[src/sv/rxff_pkg.sv]
// ---------------------------------------------------------------------------
// rxff_pkg
// Shared constants and controller/datapath interface types for the UART
// receive FIFO with XON/XOFF flow control.
// ---------------------------------------------------------------------------
`default_nettype none

package rxff_pkg;

    localparam int unsigned DEPTH_DEFAULT = 256;

    localparam logic [7:0] XON_BYTE        = 8'h11;
    localparam logic [7:0] XOFF_BYTE       = 8'h13;
    localparam logic [7:0] HIGH_MARK_RESET = 8'd64;
    localparam logic [7:0] LOW_MARK_RESET  = 8'd8;

    localparam int unsigned APB_AW = 3;

    localparam logic KIND_PUSH = 1'b0;
    localparam logic KIND_POP  = 1'b1;

    localparam logic REG_HIGH_MARK = 1'b0;
    localparam logic REG_LOW_MARK  = 1'b1;

    typedef struct packed {
        logic accept;
        logic capture;
    } t_dp_cmd;

    typedef struct packed {
        logic empty;
    } t_dp_status;

endpackage

`default_nettype wire

[src/sv/rxff_ctrl.sv]
// ---------------------------------------------------------------------------
// rxff_ctrl
// Transaction sequencer: accepts one item, waits on the buffer read for a
// pop from a non-empty buffer, then holds the result until the output side takes it.
// ---------------------------------------------------------------------------
`default_nettype none

module rxff_ctrl (
    input  wire logic                i_clk,
    input  wire logic                i_rst_n,
    input  wire logic                i_valid,
    input  wire logic                i_kind,
    output logic                     o_stall,
    output logic                     o_valid,
    input  wire logic                i_stall,
    input  wire rxff_pkg::t_dp_status i_status,
    output rxff_pkg::t_dp_cmd        o_cmd
);
    import rxff_pkg::*;

    typedef enum logic [2:0] {
        S_IDLE = 3'b001,
        S_READ = 3'b010,
        S_OUT  = 3'b100
    } t_state;

    t_state r_state;
    t_state n_state;
    logic   accept;

    assign accept        = (r_state == S_IDLE) && i_valid;
    assign o_stall       = (r_state != S_IDLE);
    assign o_valid       = (r_state == S_OUT);
    assign o_cmd.accept  = accept;
    assign o_cmd.capture = (r_state == S_READ);

    always_comb begin
        n_state = r_state;
        case (r_state)
            S_IDLE: begin
                if (i_valid) begin
                    if ((i_kind == KIND_POP) && !i_status.empty) begin
                        n_state = S_READ;
                    end else begin
                        n_state = S_OUT;
                    end
                end
            end
            S_READ: begin
                n_state = S_OUT;
            end
            S_OUT: begin
                if (!i_stall) begin
                    n_state = S_IDLE;
                end
            end
            default: begin
                n_state = S_IDLE;
            end
        endcase
    end

    always_ff @(posedge i_clk) begin
        if (!i_rst_n) begin
            r_state <= S_IDLE;
        end else begin
            r_state <= n_state;
        end
    end

endmodule

`default_nettype wire

[src/sv/rxff_dp.sv]
// ---------------------------------------------------------------------------
// rxff_dp
// Ring buffer datapath: byte memory, pointers, fill count, watermark
// compares and the registered result.
// ---------------------------------------------------------------------------
`default_nettype none

module rxff_dp #(
    parameter int unsigned DEPTH = rxff_pkg::DEPTH_DEFAULT
) (
    input  wire logic                 i_clk,
    input  wire logic                 i_rst_n,
    input  wire rxff_pkg::t_dp_cmd    i_cmd,
    output rxff_pkg::t_dp_status      o_status,
    input  wire logic                 i_kind,
    input  wire logic [7:0]           i_rx_byte,
    input  wire logic [7:0]           i_high_mark,
    input  wire logic [7:0]           i_low_mark,
    output logic                      o_data_valid,
    output logic [7:0]                o_data_byte,
    output logic                      o_flow_send,
    output logic [7:0]                o_flow_byte,
    output logic                      o_overflow,
    output logic [7:0]                o_fill_level
);
    import rxff_pkg::*;

    localparam int unsigned AW = $clog2(DEPTH);
    localparam int unsigned CW = (AW > 8) ? AW : 8;
    localparam logic [AW-1:0] LAST = AW'(DEPTH - 1);

    logic [7:0]    r_mem [DEPTH];
    logic [7:0]    r_rd_data;
    logic [AW-1:0] r_wr_ptr;
    logic [AW-1:0] r_rd_ptr;
    logic [AW-1:0] r_count;

    logic [AW-1:0] n_count;
    logic [CW-1:0] fill_ext;
    logic          full;
    logic          empty;
    logic          do_push;
    logic          do_pop;
    logic          xoff;
    logic          xon;

    assign full    = (r_count == LAST);
    assign empty   = (r_count == '0);
    assign do_push = i_cmd.accept && (i_kind == KIND_PUSH) && !full;
    assign do_pop  = i_cmd.accept && (i_kind == KIND_POP) && !empty;

    assign o_status.empty = empty;

    always_comb begin
        n_count = r_count;
        if (do_push) begin
            n_count = r_count + 1'b1;
        end else if (do_pop) begin
            n_count = r_count - 1'b1;
        end
    end

    assign fill_ext = CW'(n_count);
    assign xoff     = (i_kind == KIND_PUSH) && (fill_ext > CW'(i_high_mark));
    assign xon      = (i_kind == KIND_POP) && !empty && (fill_ext < CW'(i_low_mark));

    always_ff @(posedge i_clk) begin
        if (do_push) begin
            r_mem[r_wr_ptr] <= i_rx_byte;
        end
        r_rd_data <= r_mem[r_rd_ptr];
    end

    always_ff @(posedge i_clk) begin
        if (!i_rst_n) begin
            r_wr_ptr <= '0;
            r_rd_ptr <= '0;
            r_count  <= '0;
        end else begin
            if (do_push) begin
                r_wr_ptr <= (r_wr_ptr == LAST) ? '0 : r_wr_ptr + 1'b1;
            end
            if (do_pop) begin
                r_rd_ptr <= (r_rd_ptr == LAST) ? '0 : r_rd_ptr + 1'b1;
            end
            r_count <= n_count;
        end
    end

    always_ff @(posedge i_clk) begin
        if (i_cmd.accept) begin
            o_data_valid <= do_pop;
            o_data_byte  <= 8'h00;
            o_flow_send  <= xoff || xon;
            o_flow_byte  <= xoff ? XOFF_BYTE : (xon ? XON_BYTE : 8'h00);
            o_overflow   <= (i_kind == KIND_PUSH) && full;
            o_fill_level <= (fill_ext > CW'(8'hFF)) ? 8'hFF : fill_ext[7:0];
        end else if (i_cmd.capture) begin
            o_data_byte  <= r_rd_data;
        end
    end

endmodule

`default_nettype wire

[src/sv/rx_fifo_xon_xoff_flow_core.sv]
// ---------------------------------------------------------------------------
// rx_fifo_xon_xoff_flow_core
// UART receive FIFO with XON/XOFF software flow control and APB watermarks.
// ---------------------------------------------------------------------------
// Sequence: the result is registered at accept and shown in S_OUT for a push
//   or an empty pop; a pop that reads the buffer passes S_READ first (registered memory read).
// Transactions: a new one is taken only after the last result has left S_OUT,
//   so a stalled result also holds off the next transaction.
// Reset: clears pointers, fill count and state; marks return to 64 and 8.
//   Buffer contents are not cleared and need no clearing pass.
`default_nettype none

module rx_fifo_xon_xoff_flow_core #(
    parameter int unsigned DEPTH = rxff_pkg::DEPTH_DEFAULT
) (
    input  wire logic                        i_clk,
    input  wire logic                        i_rst_n,
    input  wire logic                        psel,
    input  wire logic                        penable,
    input  wire logic                        pwrite,
    input  wire logic [rxff_pkg::APB_AW-1:0] paddr,
    input  wire logic [31:0]                 pwdata,
    output logic [31:0]                      prdata,
    output logic                             pready,
    input  wire logic                        i_valid,
    output logic                             o_stall,
    input  wire logic                        i_kind,
    input  wire logic [7:0]                  i_rx_byte,
    output logic                             o_valid,
    input  wire logic                        i_stall,
    output logic                             o_data_valid,
    output logic [7:0]                       o_data_byte,
    output logic                             o_flow_send,
    output logic [7:0]                       o_flow_byte,
    output logic                             o_overflow,
    output logic [7:0]                       o_fill_level
);
    import rxff_pkg::*;

    logic [7:0] r_high_mark;
    logic [7:0] r_low_mark;
    logic       cfg_wr;
    t_dp_cmd    cmd;
    t_dp_status status;

    assign pready = 1'b1;
    assign cfg_wr = psel && penable && pwrite;

    always_ff @(posedge i_clk) begin
        if (!i_rst_n) begin
            r_high_mark <= HIGH_MARK_RESET;
            r_low_mark  <= LOW_MARK_RESET;
        end else if (cfg_wr) begin
            if (paddr[2] == REG_HIGH_MARK) begin
                r_high_mark <= pwdata[7:0];
            end else begin
                r_low_mark <= pwdata[7:0];
            end
        end
    end

    assign prdata = (paddr[2] == REG_HIGH_MARK) ? {24'h0, r_high_mark}
                                                : {24'h0, r_low_mark};

    rxff_ctrl u_ctrl (
        .i_clk    (i_clk),
        .i_rst_n  (i_rst_n),
        .i_valid  (i_valid),
        .i_kind   (i_kind),
        .o_stall  (o_stall),
        .o_valid  (o_valid),
        .i_stall  (i_stall),
        .i_status (status),
        .o_cmd    (cmd)
    );

    rxff_dp #(
        .DEPTH (DEPTH)
    ) u_dp (
        .i_clk        (i_clk),
        .i_rst_n      (i_rst_n),
        .i_cmd        (cmd),
        .o_status     (status),
        .i_kind       (i_kind),
        .i_rx_byte    (i_rx_byte),
        .i_high_mark  (r_high_mark),
        .i_low_mark   (r_low_mark),
        .o_data_valid (o_data_valid),
        .o_data_byte  (o_data_byte),
        .o_flow_send  (o_flow_send),
        .o_flow_byte  (o_flow_byte),
        .o_overflow   (o_overflow),
        .o_fill_level (o_fill_level)
    );

endmodule

`default_nettype wire

[config.mk]
export PLATFORM = sky130hd
export DESIGN_NAME = rx_fifo_xon_xoff_flow_core
export DESIGN_NICKNAME = d
export VERILOG_FILES = /design/src/sv/rxff_pkg.sv /design/src/sv/rxff_ctrl.sv /design/src/sv/rxff_dp.sv /design/src/sv/rx_fifo_xon_xoff_flow_core.sv
export SDC_FILE = /design/constraint.sdc
export NUM_CORES = 2
export LEC_CHECK = 0
export BUFFER_PORTS_ARGS = -buffer_cell sky130_fd_sc_hd__buf_4
export CAP_MARGIN = 5
export CORE_MARGIN = 4
export CORE_UTILIZATION = 25
export DETAILED_ROUTE_END_ITERATION = 10
export PLACE_DENSITY = 0.37
export RECOVER_POWER = 50
export SLEW_MARGIN = 20
export SYNTH_ARGS = -nofsm -noshare
export SYNTH_HDL_FRONTEND = slang
export SYNTH_SLANG_ARGS = --single-unit
[constraint.sdc]
create_clock -name i_clk -period 4 [get_ports i_clk]
set_input_delay 0.8 -clock i_clk [delete_from_list [all_inputs] [get_ports i_clk]]
set_output_delay 0.8 -clock i_clk [all_outputs]
set_load 0.05 [all_outputs]
==> impl_metrics.yaml <==
status:
  outcome: "finished with violations"
  violations: "capacitance limit, slew limit"
timing:
  skew_ps: 63.68
  drv_slew: 894
  slew_headroom: -1.230
  rsz0062_at_grt: "false"
  fin_crit_sh: 0.9169
  fmax_mhz: 272.6
  final.min_clock_period_ps: 3668
  fin_tns_setup_ps: 0
  final-hold-violation-count: 0
  finalSetupViolCount: 0
  worst_pin_slew_ps: 3345
yosys:
  synth_area_sq_mm: 0.08353
  synthCells: 4199
  avgSynthCellArea_sq_um: 19.89
  synth_seq_cells: 2120
  synth_ff_type: "edfxtp_1"
  async_reset_ff_frac: 0
  yosys_warnings: 0
  synth_cell_types: 77
  synth_edf_count: 2061
  ys_seq_area_frac: 0.7551
finish:
  fillers: 32446
  regArea_sq_mm: 0.06309
  final_util: 0.3017
  multi_input_area_sq_mm: 0.01870
  drive_above_1_share: 0.2864
  fin_area_sq_mm: 0.1001
  final_cells: 9406
  nets: 4920
  area_growth_pct: 19.78
floorplanning:
  placementRows: 211
  core_area_sq_mm: 0.3316
  die_area_sq_mm: 0.3434
  die_x_um: 586.0
  fp.dieH_um: 586.0
  ios: 113
  initial_core_util: 0.2519
run:
  max_cap_violations: 15
clock_network:
  h-tree-depth: 4
  cts_inserted_buffers: 242
  cts.sinks: 2120
  path_clk_slew_ps: 70
  cts_hold_buf: 0
  cts_resized: 0
  post-cts-setup-buffers: 0
  cts_tree: "yes"
  clockBufferDepth: 4
  cts_root_buffer: "clkbuf_16"
  clk_latency_ps: 900
global_routing:
  grt_pass1_wl_um: 387000
  antenna_found_initial: 16
  grt-busiest-layer: "met2"
  met2_usage: 0.2645
  track_usage: 0.1620
  grt-ovfl-total: 0
  use_met1: 0.2277
  grt_max_degree: 105
  grt_pass1_vias: 44829
  grt_util_met3: 0.02568
drt:
  ant_nets: 0
  drt_first_pass_iters: 5
  wire_per_inst_um: 30.15
  wirelength_um: 283600
  drc_errors: 0
  via_count: 43775
  avgViaCountPerCell: 4.654
  first_iter_violations: 4005
pwr:
  p_leak_uw: 0.03107
  powerDensity_mw_per_mm2: 536.0
  ir_drop_mv: 0.4374
place:
  hpwl_um: 186300
  place.gp.congestion: 0.7807
  place_inst: 8968
  post_dp_cell_area_sq_mm: 0.09284
  io_buffers: 56
worst_setup_path:
  cp.required_ps: 4810
  worst-endpoint-arrival_ps: 4480
  cp-start-kind: "register"
  crit_type: "register to register"
  crit_fanout: 30
  endpoint_kind: "register"
min_path:
  hold_class: "primary input to register"
-- critical path, cell delays in order, from the launching register on --
cell and delay [ps]:
dfxtp_4 780, and2_2 660, buf_4 320, buf_4 270, a221oi_2 100, buf_4 160, nor3_1 660, o311ai_1 260
buf_4 210, o2111ai_1 60
-- stage by stage --
step | hold slack (ps) | setup WS [ps] | total power [uW]
6_report | 188.2 | 332.2 | 53630
5_1_grt | 130.5 | 217.1 | 55800
4_1_cts | 111.4 | 380.7 | 54560
3_5_place_dp | 463.4 | 157.1 | 33200
3_3_place_gp | 455.8 | 125.6 | 33230
2_1_floorplan | 440.5 | 684.2 | 30430
-- per-layer routing --
layer  share of wire  vias to the layer above
li1                -                    18524
met5        0.000046                        -
met4           0.022                        2
met2            0.48                     1189
met1            0.45                    23736
met3           0.051                      324
-- path summary, 6_finish.rpt --
kind	cells after the start	slack (ps)	from	to
max reg2reg	9	330	u_dp.r_rd_ptr[3]	u_dp.r_rd_data[7]
max	9	330	u_dp.r_rd_ptr[3]	u_dp.r_rd_data[7]
min	3	190	pwdata[6]	r_high_mark[6]
min reg2reg	2	460	r_high_mark[7]	r_high_mark[7]
-- power breakdown --
| part | total, uW | switching [uW] | internal [uW] |
|---|---|---|---|
| registers | 24800 | 164 | 24600 |
| clock network | 21200 | 9030 | 12100 |
| logic | 7710 | 4410 | 3300 |
| total | 53600 | 13600 | 40000 |
-- synth_stat cells, drive strengths merged (6+ instances only) --
master	instances	area, sq um
o22ai	36	225.2
ha	23	287.8
a211oi	31	232.7
mux2i	228	2282
a22o	14	122.6
nand2	145	544.3
a221oi	56	509.2
a21oi	63	315.3
nor3	11	60.06
a21boi	16	120.1
nor2b	24	150.1
o311ai	6	52.56
nand4	8	50.05
mux4	429	9711
o211ai	14	105.1
nand2b	7	43.79
o21ai	49	245.2
o221ai	25	219.0
buf	176	1478
clkbuf	99	371.6
inv	27	101.4
nand3	38	190.2
and3	11	68.82
mux2	19	214.0
dfxtp	59	1181
nor2	322	1211
and2	30	187.7
edfxtp	2061	61890
a22oi	55	417.9
o31ai	6	45.04
a31oi	11	68.82
a2111oi	10	87.58
xnor2	16	140.1
-- sequential cells by signal, summed over array words and instances (netlist names) --
signal / cells
u_dp.r_mem: 2048
r_high_mark: 8
r_low_mark: 8
u_dp.o_data_byte: 8
u_dp.o_fill_level: 8
u_dp.r_count: 8
u_dp.r_rd_data: 8
u_dp.r_rd_ptr: 8
u_dp.r_wr_ptr: 8
u_ctrl.r_state: 3
u_dp.o_flow_byte: 2
u_dp.o_data_valid: 1
u_dp.o_flow_send: 1
u_dp.o_overflow: 1
-- logic make-up (layout without fill, tap and decap cells) --
group,after synthesis,after routing,share of synthesized area
buffers and inverters,304,1112,0.02344
adder cells (fa/ha/maj),23,23,0.003445
other,2,35,0.00008991
multiplexers,676,676,0.1461
AO/OA/AOI/OAI,433,433,0.03745
XOR/XNOR,20,20,0.002097
AND/OR/NAND/NOR,621,621,0.03229
flip-flops,2120,2120,0.7551
-- layout make-up --
| class | count | share of cell area |
|---|---|---|
| Timing Repair Buffer | 650 | 0.05225 |
| Sequential cell | 2120 | 0.6306 |
| Clock buffer | 288 | 0.06225 |
| Tap cell | 4366 | 0.05460 |
| Clock inverter | 145 | 0.01218 |
| Multi-Input combinational cell | 1803 | 0.1869 |
| Antenna cell | 5 | 0.0001251 |
| Inverter | 29 | 0.001113 |
-- cell usage in the layout, fill, tap and decap left out, types with 14 or more instances in the layout --
cell and count:
a21oi_1 63, a22o_1 14, nand3_1 38, nor2_1 318, inv_1 25, clkinv_1 57, mux2_2 19, edfxtp_1 2061
o211ai_1 14, nand2_2 16, mux2i_1 228, a21boi_0 16, mux4_2 416, o221ai_1 25, dfxtp_1 52, conb_1 30
buf_12 37, and2_1 25, a221oi_1 53, clkbuf_16 242, nor2b_1 19, ha_1 23, bufinv_16 17, buf_4 570
a22oi_1 54, nand2_1 129, clkbuf_2 19, o21ai_0 45, clkinv_2 53, o22ai_1 36, a211oi_1 31, clkbuf_1 66
xnor2_1 16
No activity file was read; power rests on OpenSTA's default activity.
